## src/design/spo2r_pkg.sv

```systemverilog
// Shared types and constants for the SpO2 ratio estimator.
package spo2r_pkg;

   localparam int MaxWindow  = 4096;
   localparam int SampleBits = 16;
   localparam int CountBits  = $clog2(MaxWindow + 1);
   localparam int SumBits    = SampleBits + CountBits;

   localparam logic signed [23:0] CoefC3 = -24'sd2455324;
   localparam logic signed [23:0] CoefC2 = 24'sd3827559;
   localparam logic signed [23:0] CoefC1 = -24'sd2430034;
   localparam logic signed [23:0] CoefC0 = 24'sd6564175;
   localparam logic signed [47:0] Spo2LoQ16 = 48'sd5898240;
   localparam logic signed [47:0] Spo2HiQ16 = 48'sd6553600;

   // One finished window handed from the front end to the back end.
   typedef struct packed {
      logic signed [SumBits-1:0] sum;
      logic [CountBits-1:0]      count;
      logic [16:0]               ac;
      logic                      fallback;
   } win_type;

   typedef enum logic [2:0] {
      BK_IDLE, BK_MUL, BK_DIV, BK_ROUND, BK_POLY, BK_DONE
   } bk_state_type;

   // floor((x + 2^15) / 2^16), an arithmetic shift
   function automatic logic signed [47:0] rescale16(input logic signed [63:0] x);
      logic signed [63:0] y;
      y = (x + 64'sd32768) >>> 16;
      return y[47:0];
   endfunction

endpackage

```

## src/design/spo2r_front.sv

```systemverilog
// Front end: accumulate window statistics and queue finished windows.
module spo2r_front import spo2r_pkg::*; (
   input  logic                 clock,
   input  logic                 reset,
   input  logic                 in_valid,
   output logic                 in_ready,
   input  logic signed [15:0]   in_sample,
   input  logic [15:0]          in_ac,
   input  logic [7:0]           in_peaks,
   input  logic [7:0]           in_valleys,
   input  logic                 in_last,
   output logic                 win_valid,
   input  logic                 win_ready,
   output win_type              win_data
);
   logic signed [SumBits-1:0]    sum_ff, sum_in;
   logic [CountBits-1:0]         cnt_ff, cnt_in;
   logic signed [SampleBits-1:0] max_ff, max_in, min_ff, min_in;
   win_type                      q_ff [2];
   logic [1:0]                   fill_ff;
   logic                         wp_ff, rp_ff;
   logic signed [SampleBits-1:0] s;
   logic                         take, acc, pop, fb;
   win_type                      w;

   assign s        = in_sample[SampleBits-1:0];
   assign in_ready = (fill_ff != 2'd2);
   assign take     = in_valid && in_ready;
   assign acc      = take && (cnt_ff < CountBits'(MaxWindow));
   assign pop      = win_valid && win_ready;
   assign win_valid = (fill_ff != 2'd0);
   assign win_data  = q_ff[rp_ff];

   always_comb begin
      sum_in = sum_ff;
      cnt_in = cnt_ff;
      max_in = max_ff;
      min_in = min_ff;
      if (acc) begin
         sum_in = sum_ff + SumBits'(s);
         cnt_in = cnt_ff + 1'b1;
         if (s > max_ff) max_in = s;
         if (s < min_ff) min_in = s;
      end
      fb = !(in_peaks >= 8'd2 && in_valleys >= 8'd2);
      w.sum      = sum_in;
      w.count    = cnt_in;
      w.fallback = fb;
      if (fb) begin
         w.ac = (max_in >= min_in) ? 17'(18'(max_in) - 18'(min_in)) : 17'd0;
      end else begin
         w.ac = {1'b0, in_ac};
      end
   end

   always_ff @(posedge clock) begin
      if (reset) begin
         sum_ff  <= '0;
         cnt_ff  <= '0;
         max_ff  <= {1'b1, {(SampleBits-1){1'b0}}};
         min_ff  <= {1'b0, {(SampleBits-1){1'b1}}};
         fill_ff <= '0;
         wp_ff   <= 1'b0;
         rp_ff   <= 1'b0;
      end else begin
         if (take && in_last) begin
            sum_ff <= '0;
            cnt_ff <= '0;
            max_ff <= {1'b1, {(SampleBits-1){1'b0}}};
            min_ff <= {1'b0, {(SampleBits-1){1'b1}}};
            q_ff[wp_ff] <= w;
            wp_ff <= ~wp_ff;
         end else begin
            sum_ff <= sum_in;
            cnt_ff <= cnt_in;
            max_ff <= max_in;
            min_ff <= min_in;
         end
         if (pop) rp_ff <= ~rp_ff;
         fill_ff <= fill_ff + {1'b0, take && in_last} - {1'b0, pop};
      end
   end
endmodule

```

## config.mk

```make
export PLATFORM = sky130hd
export DESIGN_NAME = spo2r_front
export DESIGN_NICKNAME = d
export VERILOG_FILES = /design/src/design/spo2r_pkg.sv /design/src/design/spo2r_front.sv
export SDC_FILE = /design/constraint.sdc
export NUM_CORES = 1
export LEC_CHECK = 0
export ABC_AREA = 1
export BUFFER_PORTS_ARGS = -buffer_cell sky130_fd_sc_hd__buf_2
export CAP_MARGIN = 15
export CORE_MARGIN = 2
export CORE_UTILIZATION = 32
export DETAILED_ROUTE_END_ITERATION = 10
export PLACE_DENSITY = 0.57
export SYNTH_ARGS = -nofsm -noshare
export SYNTH_HDL_FRONTEND = slang
export SYNTH_SLANG_ARGS = --single-unit
export TNS_END_PERCENT = 30
```

## constraint.sdc

```tcl
create_clock -name clock -period 4.75 [get_ports clock]
set_input_delay 1.1875 -clock clock [delete_from_list [all_inputs] [get_ports clock]]
set_output_delay 1.1875 -clock clock [all_outputs]
set_load 0.005 [all_outputs]
```

# Yosys cells after proc, flatten, opt, wreduce, memory -nomap -nowiden
# Memory sizes are Yosys's and may differ from the RTL's. A register that Yosys moved wholly into a read port is not among the register bits.
# Index checks and enable logic that the tools add are counted.
# classes
add_sub_neg,5
multipliers,0
div_mod_pow,0
n_lt_le_gt_ge,6
n_eq_ne,1
shift,0
muxes,13
n_bitwise,2
n_reduce_logical,8
# ops
cell,n
two-way mux 16 bit,4
two-way mux 17 bit,2
adder 29 x 16 -> 29 bit,1
two-way mux 29 bit,1
subtractor 16 x 16 -> 17 bit,1
>= comparator 16 bit,1
">= comparator 8 x 2 -> 1 bit, second input constant",2
greater-than comparator 16 bit,1
less-than comparator 16 bit,1
"adder 13 x 1 -> 13 bit, second input constant",1
"less-than comparator 13 bit, second input constant",1
two-way mux 13 bit,1
logical AND 1 bit,5
two-way mux 1 bit,5
adder 2 x 1 -> 2 bit,1
"inequality test 2 bit, second input constant",1
inverter 1 bit,2
nonzero test 2 bit,1
OR reduction 2 bit,1
subtractor 2 x 1 -> 2 bit,1
zero test 1 bit,1
# totals
regBits,78
latchBits,0
mem_bits_rw,120
mem_bits_ro,0
in_bits,53
wordCells,43
n_memories,1
# memory_table
name,words,width,rd,rd_clocked_by_memory_dff,write_ports,line_no,source
q_ff,2,60,1,1,1,spo2r_front.sv:19,win_type q_ff [2];

# Logic depth before layout (Yosys ltp)
# Gate-level depths: netlist of the first run.
# logic_depth
depth_word,7
depth_mapped,30
depth_no_buf,29

# Least setup slack after synthesis of the first run
# OpenSTA, ideal clock, no wires.
# synth_path
kind,input to register
start,input in_valid
end,"memory q_ff[0][0] in the netlist's numbering, enable pin"
t_arrival_ps,3932
required_ps,4271
slack_ps,339
path_stages,4
n_path_buf,0
path_cell_list,nand2_2 > inv_2 > nand3_1 > nor2_1
# synth_between
elab_chain_cells,5
# synth_lines
item,line_no,source
start: declaration,spo2r_front.sv:5,"input logic in_valid,"
logical AND 1 bit,spo2r_front.sv:28,assign take = in_valid && in_ready;
logical AND 1 bit,spo2r_front.sv:66,if (take && in_last) begin
two-way mux 1 bit,spo2r_front.sv:66,
two-way mux 1 bit,spo2r_front.sv:57,if (reset) begin
two-way mux 1 bit (not written as such),spo2r_front.sv:71,q_ff[wp_ff] <= w;
end: declaration,spo2r_front.sv:19,
# Every way passes these cells.

==> reports/results.tsv, run 1 <==
stage	metric	value	unit
sta	unrepaired_setup_endpoints_after_global_routing	no	
global_routing	overflow	0	
layout	final-seq-area	0.00519	mm²
global_routing	grt_start_max_net_pins	55	
worst_setup_path	regToRegEndpoint	q_ff[0][2]$_DFFE_PP_	
worst_setup_path	crit_start	in_sample[15]	
worst_setup_path	critPathArrivalTime	4.52	ns
placed_design	dp.final_hpwl	22100	µm
drt	drcViolationCount	0	
sta	final-setup-viol-count	0	
worst_setup_path	worstReg2RegStart	min_ff[15]$_SDFF_PP0_	
layout	mostFrequentLayoutCell	nand2_1	
drt	vias_per_cell	4.75	
power_and_ir_drop	p_leak	6.34	nW
drt	firstDrtPassIters	5	
synthesis	synth_seq_cells	199	
clock_tree	post_cts_resize_count	0	
floorplanning	initial_core_util	32.6	%
synthesis	synth_cell_type_count	46	
layout	layout_common_cells	330 x nand2_1, 174 x inv_1, 120 x edfxtp_1	
sta	timing.final.crit_share	90.0	%
placed_design	placedInstanceArea	0.0130	mm²
sta	achievable_frequency	234	MHz
worst_setup_path	timing.critical_path.slowest_cell_delay	0.39	ns
drt	antenna_left	0	
layout	design.final.nets	1638	
synthesis	post_synth_main_area_contributors	edfxtp_1 31%, dfxtp_1 14%, nand2_1 11%	
sta	fin_setup_tns	0	ns
worst_setup_path	path_max_fanout	15	
worst_setup_path	required	4.99	ns
sta	slew_viol_final	0	
synthesis	synth_area	0.0116	mm²
clock_tree	cts_buffer_depth	2	
clock_tree	cts_buffers	17	
clock_tree	post-cts-setup-buffers	0	
power_and_ir_drop	max-vdd-ir-drop	197	µV
power_and_ir_drop	internal_power	3.92	mW
worst_setup_path	worst-setup-path-type	input port to register	
floorplanning	die_height	195	µm
clock_tree	clockRootBuffer	clkbuf_16	
worst_setup_path	crit_path_top_delay_cell	o31ai_2	
synthesis	synth_area_per_cell	8.53	µm²
placed_design	port-buffer-count	112	
synthesis	synth_top_area_share	31.0	%
worst_setup_path	crit_path_end	q_ff[0][2]$_DFFE_PP_	
drt	total_wire_length_after_detailed_routing	28500	µm
layout	finalInstanceArea	0.0135	mm²
layout	syn_to_final_growth	16.6	%
sta	actual_slew_at_the_worst_max_slew_pin	0.829	ns
floorplanning	fp.dieArea	0.0378	mm²
sta	finalClockSkew	0.0158	ns
clock_tree	clkTransAtPathRegs	0.08	ns
worst_setup_path	cpMostUsedCell	nand2_2	
synthesis	mappedNetlistNets	1494	
power_and_ir_drop	p_clk_share	22.5	%
drt	detail_route.wl_per_cell	14.4	µm
sta	finalWorstPathRequiredPeriod	4.27	ns
synthesis	post_synth_inst_count	1361	
worst_setup_path	setup_slack_of_the_most_critical_reg_to_reg_path	1.04	ns
worst_setup_path	worst_r2r_path_depth	19	
sta	timing.final.hold_violations	0	
clock_tree	tritoncts_clock_tree	built	
global_routing	grt_pass1_wl	46000	µm
placed_design	globalplace.congestion	0.879	
floorplanning	chipWidth	195	µm
worst_setup_path	worstSetupStartpointType	input port	
power_and_ir_drop	power.share.sequential	33.4	%
clock_tree	clock_sinks	199	
outcome	run_status	finished, final reports clean	
power_and_ir_drop	powerDensity	475	mW/mm²
synthesis	yosys_warnings	0	
layout	drive_gt1_share	20.4	%
drt	route.vias.total	9417	
worst_setup_path	crit_chain	buf_2 > ha_1 > nand4_1 > inv_1 > a21oi_4 > nand2_2 > nand2_4 > buf_4 > nand4_1 > and2_1 > ha_1 > nand2_1 > o31ai_2 > nand2_2 > nand2_2 > nand2_2 > nand2_2 > nand2_4 > o21ai_0	
hold_path	hold_path_class	register to register	
sta	max_slew_margin	44.7	%
synthesis	yosys.area.top_type	edfxtp_1	
floorplanning	core_outline_area	0.0357	mm²
synthesis	share_of_synthesized_area_occupied_by_flip_flops_and_latches	44.6	%
power_and_ir_drop	fin_total_pwr	6.43	mW
floorplanning	placement_rows	69	
clock_tree	worst_skew_pair.late_latency	0.45	ns
power_and_ir_drop	power.switching	2.51	mW
global_routing	first_global_vias	8943	
power_and_ir_drop	power_share_of_the_combinational_group	44.0	%
layout	multiInputGateArea	0.00561	mm²
power_and_ir_drop	net_switching_fraction_of_the_power	39.0	%
clock_tree	cts_hold_buffers	0	
clock_tree	clock_tree.htree_level_count	4	
global_routing	grt_use_total	15.3	%
floorplanning	floorplan.io_pins	115	
worst_setup_path	crit_path_end_kind	register	
layout	filler_cell_count	3663	
job	drv.max_cap_violation_count	0	
drt	dr.first_iter.drc_count	632	
global_routing	grt_antenna_before_repair	3	
==> cells by family (layout without fill, tap and decap cells) <==
family,Yosys count,after routing,synth area share [%]
and+or+nand+nor,625,625,23.9
other,0,2,0
buffers and inverters,212,369,7.22
DFF,199,199,44.6
muxes,60,60,5.82
xor gates and xnor gates,24,24,1.87
adders and majority gates,80,80,8.75
AOI/OAI and AO/OA,161,161,7.83
==> registers in the layout, indices dropped and copies added (netlist names), named ones only <==
name	cells
q_ff	120
sum_ff	29
max_ff	16
min_ff	16
cnt_ff	13
fill_ff	2
rp_ff	1
wp_ff	1
==> cell type report <==
type,count,share of cell area [%]
repair buffers,157,6.73
well taps,461,4.26
diodes,2,0.0370
clock inverters,13,0.924
multi-input cells,950,41.4
flip-flops and latches,199,38.3
clock buffers,19,3.35
inverters,180,4.99
==> critical path: cells and delay by family <==
| kind | cells | cell delay (ns) |
|---|---|---|
| fa+ha+maj | 2 | 0.73 |
| buf+inv | 3 | 0.44 |
| simple gates | 11 | 1.27 |
| compound gates | 3 | 0.88 |
==> cell usage after synthesis, drive strengths merged <==
cell type	instances
or2	13
o211ai	1
inv	179
a21oi	87
a211oi	2
edfxtp	120
xnor2	10
nand4	29
o31ai	2
nor4	4
a21o	4
xor2	14
clkbuf	10
nand3b	2
o21bai	4
mux2	60
nor2	103
dfxtp	79
buf	22
and2	21
ha	78
nand2	345
nand3	86
clkinv	1
fa	2
nor3	22
o21ai	57
o21a	4
==> worst min path at each step <==
stage,startpoint,endpoint,slack [ns],cells past startpoint
2_1_floorplan,rp_ff$_SDFFE_PP0P_,register,0.43,1
3_3_place_gp,rp_ff$_SDFFE_PP0P_,register,0.43,1
3_5_place_dp,rp_ff$_SDFFE_PP0P_,register,0.45,1
4_1_cts,rp_ff$_SDFFE_PP0P_,register,0.46,1
5_1_grt,rp_ff$_SDFFE_PP0P_,register,0.49,1
6_report,rp_ff$_SDFFE_PP0P_,register,0.45,1
==> metrics by stage <==
step           utilization (%)  setup slack [ns]  std cells  hold slack [ns]
3_5_place_dp              36.3            0.0272       1947            0.447
6_report                  38.0             0.477       1981            0.451
5_1_grt                   38.0             0.123       1981            0.493
3_3_place_gp              36.3            0.0736       1947            0.428
2_1_floorplan                -             0.339       1361            0.425
4_1_cts                   38.0             0.481       1979            0.456
==> power groups by stage <==
stage / clock (mW) / sequential [mW] / combinational (mW)
3_5_place_dp: 0 / 2.19 / 2.83
2_1_floorplan: 0 / 2.16 / 1.96
5_1_grt: 1.55 / 2.17 / 3.20
4_1_cts: 1.48 / 2.15 / 2.85
3_3_place_gp: 0 / 2.19 / 2.81
6_report: 1.45 / 2.15 / 2.83
==> metal layers <==
metal,track usage (%),part of all wire [%],wire length (µm)
met5,0,0,0
met4,4.76,1.5,438
met3,2.15,4.5,1290
met2,24.6,46,13100
met1,21.4,48,13700
Note: power is estimated with default switching activity, not from simulation.
==> run 2, diff against run 1 <==
- ABC_AREA: 1 -> default
- PLACE_DENSITY: 0.57 -> 0.58
==> reports/results.tsv, run 2 <==
stage	metric	value	unit	change
synthesis	post_synth_main_area_contributors	edfxtp_1 33%, dfxtp_1 14%, ha_1 8.8%		
worst_setup_path	critical_path_cell_count	19		unchanged
clock_tree	cts_buffers	17		unchanged
clock_tree	clkTransAtPathRegs	0.08	ns	about the same
global_routing	first_global_vias	8536		-4.6%
floorplanning	die_height	190	µm	-2.3%
floorplanning	core_outline_area	0.0343	mm²	-3.8%
floorplanning	chipWidth	190	µm	-2.3%
sta	actual_slew_at_the_worst_max_slew_pin	0.859	ns	+0.0304 ns
synthesis	yosys_warnings	0		unchanged
sta	layout_setup_ws	0.147	ns	-0.330 ns
worst_setup_path	cpLargestDelayFamily	compound AO/OA/AOI/OAI gates		
drt	drcViolationCount	0		unchanged
worst_setup_path	required	4.94	ns	-0.05 ns
worst_setup_path	timing.critical_path.slowest_cell_delay	0.44	ns	+0.05 ns
layout	post_layout_nonfiller_instances	1773		-10%
clock_tree	clock_sinks	199		unchanged
sta	timing.final.crit_share	96.9	%	+7.0 points
worst_setup_path	critical_path.n_buffers_inverters	5		+2
global_routing	grt_antenna_before_repair	6		+3
worst_setup_path	worst-setup-path-type	input port to register		
layout	layout_common_cells	138 x buf_4, 120 x edfxtp_1, 113 x buf_2		
synthesis	synth_area	0.0111	mm²	-4.6%
layout	syn_to_final_growth	28.3	%	
worst_setup_path	worstReg2RegStart	min_ff[1]$_SDFF_PP1_		
sta	finalWorstPathRequiredPeriod	4.60	ns	+0.330 ns
synthesis	synth_flop_cell	edfxtp_1		
drt	vias_per_cell	4.90		+3.0%
outcome	run_status	finished, final reports clean		
layout	mostFrequentLayoutCell	buf_4		
global_routing	grt_pass1_wl	43500	µm	-5.5%
synthesis	synth_top_area_share	32.5	%	+1.5 points
synthesis	synth_most_common_cell	edfxtp_1		
placed_design	globalplace.congestion	0.860		-2.1%
sta	max_slew_margin	42.7	%	-2.0 points
synthesis	synth_area_per_cell	10.4	µm²	+22%
floorplanning	fp.dieArea	0.0361	mm²	-4.5%
sta	finalClockSkew	0.0137	ns	-0.00211 ns
global_routing	grt_start_max_net_pins	61		+11%
worst_setup_path	crit_start	in_sample[15]		
layout	design.final.nets	1435		-12%
synthesis	synth_seq_cells	199		unchanged
sta	final-setup-viol-count	0		unchanged
synthesis	yosys-top-cells-count	120 x edfxtp_1, 103 x nand2_1, 79 x dfxtp_1		
layout	largestRegisters	q_ff (120), sum_ff (29)		
layout	drive_gt1_share	32.7	%	+12 points
floorplanning	initial_core_util	32.3	%	-0.27 points
job	drv.max_cap_violation_count	0		unchanged
sta	fin_worst_hold_slack	0.482	ns	+0.0318 ns
worst_setup_path	worst_r2r_path_depth	20		+1
power_and_ir_drop	max-vdd-ir-drop	266	µV	+35%
clock_tree	tritoncts_clock_tree	built		
floorplanning	placement_rows	68		-1.4%
drt	detail_route.wl_per_cell	15.7	µm	+8.9%
worst_setup_path	setup_slack_of_the_most_critical_reg_to_reg_path	0.45	ns	-0.59 ns
placed_design	port-buffer-count	112		unchanged
worst_setup_path	critPathArrivalTime	4.79	ns	+0.27 ns
layout	filler_cell_count	3312		-9.6%
clock_tree	cts_buffer_depth	2		unchanged
layout	largest_register	q_ff		
synthesis	post_synth_inst_count	1065		-22%
synthesis	postSynth.asyncResetShare	0	%	unchanged
drt	firstDrtPassIters	4		-1
synthesis	synth_cell_type_count	61		+33%
worst_setup_path	cpMostUsedCell	buf_4		
worst_setup_path	crit_path_end_kind	register		
power_and_ir_drop	fin_total_pwr	5.86	mW	-8.9%
layout	finalInstanceArea	0.0142	mm²	+4.9%
drt	dr.first_iter.drc_count	375		-41%
worst_setup_path	regToRegEndpoint	q_ff[1][14]$_DFFE_PP_		
sta	achievable_frequency	217	MHz	-7.2%
hold_path	hold_path_class	register to register		
drt	total_wire_length_after_detailed_routing	27800	µm	-2.5%
worst_setup_path	crit_path_end	q_ff[1][14]$_DFFE_PP_		
global_routing	overflow	0		unchanged
synthesis	mappedNetlistNets	1198		-20%
layout	largest_register_ffs	120		unchanged
power_and_ir_drop	powerDensity	413	mW/mm²	-13%
synthesis	yosys.area.top_type	edfxtp_1		
drt	route.vias.total	8685		-7.8%
clock_tree	clock_tree.htree_level_count	4		unchanged
synthesis	share_of_synthesized_area_occupied_by_flip_flops_and_latches	46.8	%	+2.2 points
placed_design	dp_worst_setup_slack	-0.677	ns	-0.704 ns
drt	antenna_left	0		unchanged
floorplanning	floorplan.io_pins	115		unchanged
worst_setup_path	path_max_fanout	15		unchanged
clock_tree	clockRootBuffer	clkbuf_16		
clock_tree	worst_skew_pair.late_latency	0.45	ns	about the same
synthesis	number_of_synthesized_flops_with_an_enable_pin	120		unchanged
placed_design	placed_cell_count	1728		-11%
placed_design	dp.final_hpwl	20000	µm	-9.3%
power_and_ir_drop	p_leak	5.93	nW	-6.4%
worst_setup_path	crit_chain	buf_2 > buf_4 > ha_1 > and4_1 > o211ai_1 > buf_4 > buf_4 > o211ai_1 > a21boi_4 > ha_4 > nor2b_1 > o21ai_1 > nand2_1 > a2111oi_4 > o31a_1 > buf_4 > o31ai_4 > xnor2_1 > o21ai_1		
placed_design	placedInstanceArea	0.0131	mm²	+1.0%
worst_setup_path	crit_path_top_delay_cell	a2111oi_4		
global_routing	grt_use_total	15.3	%	-0.076 points
worst_setup_path	worstSetupStartpointType	input port		
sta	slew_viol_final	0		unchanged
sta	timing.final.hold_violations	0		unchanged
## run 2: worst min-delay path by stage
stage / slack [ns] / from / cells past startpoint / end
after CTS: 0.49 / sum_ff[6]$_SDFF_PP0_ / 2 / sum_ff[6]$_SDFF_PP0_
after detailed placement: 0.48 / sum_ff[6]$_SDFF_PP0_ / 2 / sum_ff[6]$_SDFF_PP0_
after floorplan: 0.45 / min_ff[15]$_SDFF_PP0_ / 2 / min_ff[15]$_SDFF_PP0_
after global placement: 0.46 / min_ff[15]$_SDFF_PP0_ / 2 / min_ff[15]$_SDFF_PP0_
final: 0.48 / min_ff[15]$_SDFF_PP0_ / 2 / min_ff[15]$_SDFF_PP0_
after global routing: 0.50 / sum_ff[6]$_SDFF_PP0_ / 2 / sum_ff[6]$_SDFF_PP0_
## run 2: tightest hold or removal path, cell delays in order, from the launching register on
cell and delay, ns:
dfxtp_1 0.33, nand2_1 0.06, mux2i_1 0.05
## run 2: per-layer routing
| metal | wire [µm] | vias up | part of all wire (%) | track usage [%] |
|---|---|---|---|---|
| li1 | - | 4385 | - | - |
| met1 | 13400 | 4132 | 48 | 20.1 |
| met2 | 13000 | 131 | 47 | 25.6 |
| met3 | 976 | 31 | 3.5 | 2.80 |
| met4 | 350 | 6 | 1.3 | 4.23 |
| met5 | 36 | - | 0.13 | 0 |
## run 2: area by class of cell
class                      count  area, µm²  area share [%]
antenna                        3       7.51          0.0528
clock buffer                  18        429            3.02
clock inverter                14        170            1.20
inverter                      48        185            1.30
multi-input combinational    778       5980            42.1
sequential                   199       5190            36.5
tap                          455        569            4.01
timing repair buffer         258       1680            11.8
## run 2: stage by stage
step / TNS [ns] / util [%]
final: 0 / 41.4
after floorplan: -91.27 / -
after detailed placement: -19.27 / 38.2
after CTS: 0 / 40.0
after global routing: -0.143 / 41.4
after global placement: -19.10 / 38.2
## run 2: cell families after synthesis
kind of cell	Yosys count	share of synthesized area [%]
muxes	76	7.65
DFF	199	46.8
and+or+nand+nor	296	13.2
AOI/OAI and AO/OA	282	16.5
buffers and inverters	88	3.20
adders and majority gates	80	9.17
xor gates and xnor gates	44	3.48
## run 2: timing repair
item / CTS / global route
gates cloned: 1 / 1
pin swaps: 6 / 35
endpoints found under the setup margin: 34 / 34
buffers inserted: 1 / 8
gates resized for setup: 9 / 88
hold buffers: 0 / 0
## run 2: where the power goes
part / switching [mW] / internal, mW
sequential: 0.0573 / 2.02
combinational: 1.22 / 1.10
clock: 0.755 / 0.716
total: 2.03 / 3.83
==> run 3, diff against run 2 <==
==> constraint.sdc (replaced) <==
create_clock -name clock -period 4.75 [get_ports clock]
set_input_delay 0.95 -clock clock [delete_from_list [all_inputs] [get_ports clock]]
set_output_delay 0.95 -clock clock [all_outputs]
set_load 0.005 [all_outputs]
==> reports/results.tsv, run 3 (same netlist as run 2, synthesis figures left out) <==
stage	metric	value	unit	change
drt	detail_route.wl_per_cell	15.6	µm	-0.30%
clock_tree	cts_buffer_depth	2		unchanged
sta	timing.final.hold_violations	0		unchanged
sta	slew_viol_final	0		unchanged
sta	finalWorstPathRequiredPeriod	4.54	ns	-0.0608 ns
drt	vias_per_cell	4.95		+1.1%
worst_setup_path	crit_path_end_kind	register		
layout	layout_common_cells	133 x buf_4, 120 x edfxtp_1, 112 x buf_2		
layout	syn_to_final_growth	23.9	%	
clock_tree	clock_sinks	199		unchanged
layout	mostFrequentLayoutCell	buf_4		
global_routing	grt_pass1_wl	44000	µm	+1.4%
floorplanning	core_outline_area	0.0343	mm²	unchanged
placed_design	placedInstanceArea	0.0130	mm²	-0.34%
worst_setup_path	critPathArrivalTime	4.73	ns	-0.06 ns
worst_setup_path	path_max_fanout	9		-6
sta	achievable_frequency	220	MHz	+1.3%
global_routing	grt_start_max_net_pins	61		unchanged
floorplanning	initial_core_util	32.3	%	unchanged
drt	drcViolationCount	0		unchanged
sta	timing.final.crit_share	95.6	%	-1.3 points
clock_tree	worst_skew_pair.late_latency	0.45	ns	about the same
clock_tree	clkTransAtPathRegs	0.08	ns	about the same
hold_path	hold_path_class	register to register		
placed_design	dp_worst_setup_slack	-0.483	ns	+0.194 ns
floorplanning	placement_rows	68		unchanged
global_routing	globalRouteMet2Util	25.8	%	+0.14 points
sta	fin_setup_tns	0	ns	unchanged
worst_setup_path	worst-setup-path-type	input port to register		
global_routing	gr_peak_layer	met2		
placed_design	dp.final_hpwl	20300	µm	+1.2%
global_routing	grt_antenna_before_repair	5		-1
outcome	run_status	finished, final reports clean		
placed_design	placed_cell_count	1722		-0.35%
power_and_ir_drop	max-vdd-ir-drop	279	µV	+4.8%
clock_tree	clockRootBuffer	clkbuf_16		
global_routing	grt_use_met1	20.2	%	+0.11 points
worst_setup_path	required	4.93	ns	about the same
sta	layout_setup_ws	0.208	ns	+0.0608 ns
floorplanning	floorplan.io_pins	115		unchanged
placed_design	port-buffer-count	112		unchanged
layout	final_core_utilization	40.0	%	-1.4 points
global_routing	first_global_vias	8619		+0.97%
layout	design.final.nets	1424		-0.77%
power_and_ir_drop	p_leak	5.82	nW	-1.9%
layout	finalInstanceArea	0.0137	mm²	-3.4%
power_and_ir_drop	fin_total_pwr	5.67	mW	-3.3%
job	drv.max_cap_violation_count	0		unchanged
drt	route.vias.total	8718		+0.38%
worst_setup_path	worstSetupStartpointType	input port		
clock_tree	cts_buffers	17		unchanged
placed_design	globalplace.congestion	0.874		+1.6%
sta	actual_slew_at_the_worst_max_slew_pin	0.889	ns	+0.0293 ns
power_and_ir_drop	powerDensity	413	mW/mm²	+0.14%
drt	dr.first_iter.drc_count	472		+26%
clock_tree	tritoncts_clock_tree	built		
layout	post_layout_nonfiller_instances	1761		-0.68%
layout	largest_register_ffs	120		unchanged
sta	max_slew_margin	40.7	%	-2.0 points
drt	antenna_left	0		unchanged
drt	firstDrtPassIters	5		+1
layout	largestRegisters	q_ff (120), sum_ff (29)		
floorplanning	die_height	190	µm	unchanged
layout	drive_gt1_share	28.5	%	-4.2 points
sta	finalClockSkew	0.0147	ns	+0.00102 ns
sta	fin_worst_hold_slack	0.475	ns	-0.00726 ns
global_routing	use_met3	3.27	%	+0.46 points
global_routing	overflow	0		unchanged
layout	largest_register	q_ff		
clock_tree	clock_tree.htree_level_count	4		unchanged
global_routing	grt_use_total	15.4	%	+0.19 points
floorplanning	chipWidth	190	µm	unchanged
floorplanning	fp.dieArea	0.0361	mm²	unchanged
drt	total_wire_length_after_detailed_routing	27500	µm	-0.98%
sta	final-setup-viol-count	0		unchanged
-- run 3: final timing paths --
check | startpoint | end | slack, ns | cells after the start
max | in_sample[1] | q_ff[1][15]$_DFFE_PP_ | 0.21 | 21
min | min_ff[15]$_SDFF_PP0_ | min_ff[15]$_SDFF_PP0_ | 0.48 | 2
max reg2reg | min_ff[1]$_SDFF_PP1_ | q_ff[0][3]$_DFFE_PP_ | 0.41 | 20
min reg2reg | min_ff[15]$_SDFF_PP0_ | min_ff[15]$_SDFF_PP0_ | 0.48 | 2
-- run 3: metal layers --
layer	vias to the layer above	routed length, µm
met4	6	390
met2	143	13100
li1	4364	-
met1	4172	13000
met5	-	34
met3	33	1040
-- run 3: area by class of cell --
class                      count  area (µm²)
fill                        3342       20600
clock buffer                  18         429
sequential                   199        5190
antenna                        2        5.00
timing repair buffer         247        1580
inverter                      48         183
clock inverter                14         151
multi-input combinational    778        5620
tap                          455         569
-- run 3: worst max-delay path, cell delays in order --
cell and delay (ns):
buf_2 0.11, buf_4 0.13, ha_1 0.29, nor2b_1 0.13, o21a_1 0.16, o21a_1 0.18
o21bai_1 0.16, a21oi_1 0.09, nand3b_1 0.22, buf_4 0.21, buf_4 0.17, nand3_1 0.11
nand2_1 0.08, ha_1 0.29, or2_2 0.29, a21oi_2 0.22, a211oi_2 0.08, or3_1 0.38
a31oi_1 0.20, xor2_1 0.17, o21ai_0 0.11
-- run 3: where the power goes --
part           total, mW  internal [mW]  switching (mW)
Clock               1.45          0.708           0.740
Sequential          2.10           2.02          0.0857
Combinational       2.12           1.01            1.11
Total               5.67           3.74            1.93
-- run 3: timing repair --
action	4_1_cts	5_1_grt
gates cloned	0	0
pin swaps	0	4
setup endpoints to repair	4	34
buffers inserted	0	5
hold buffers	0	0
gates resized for setup	2	14
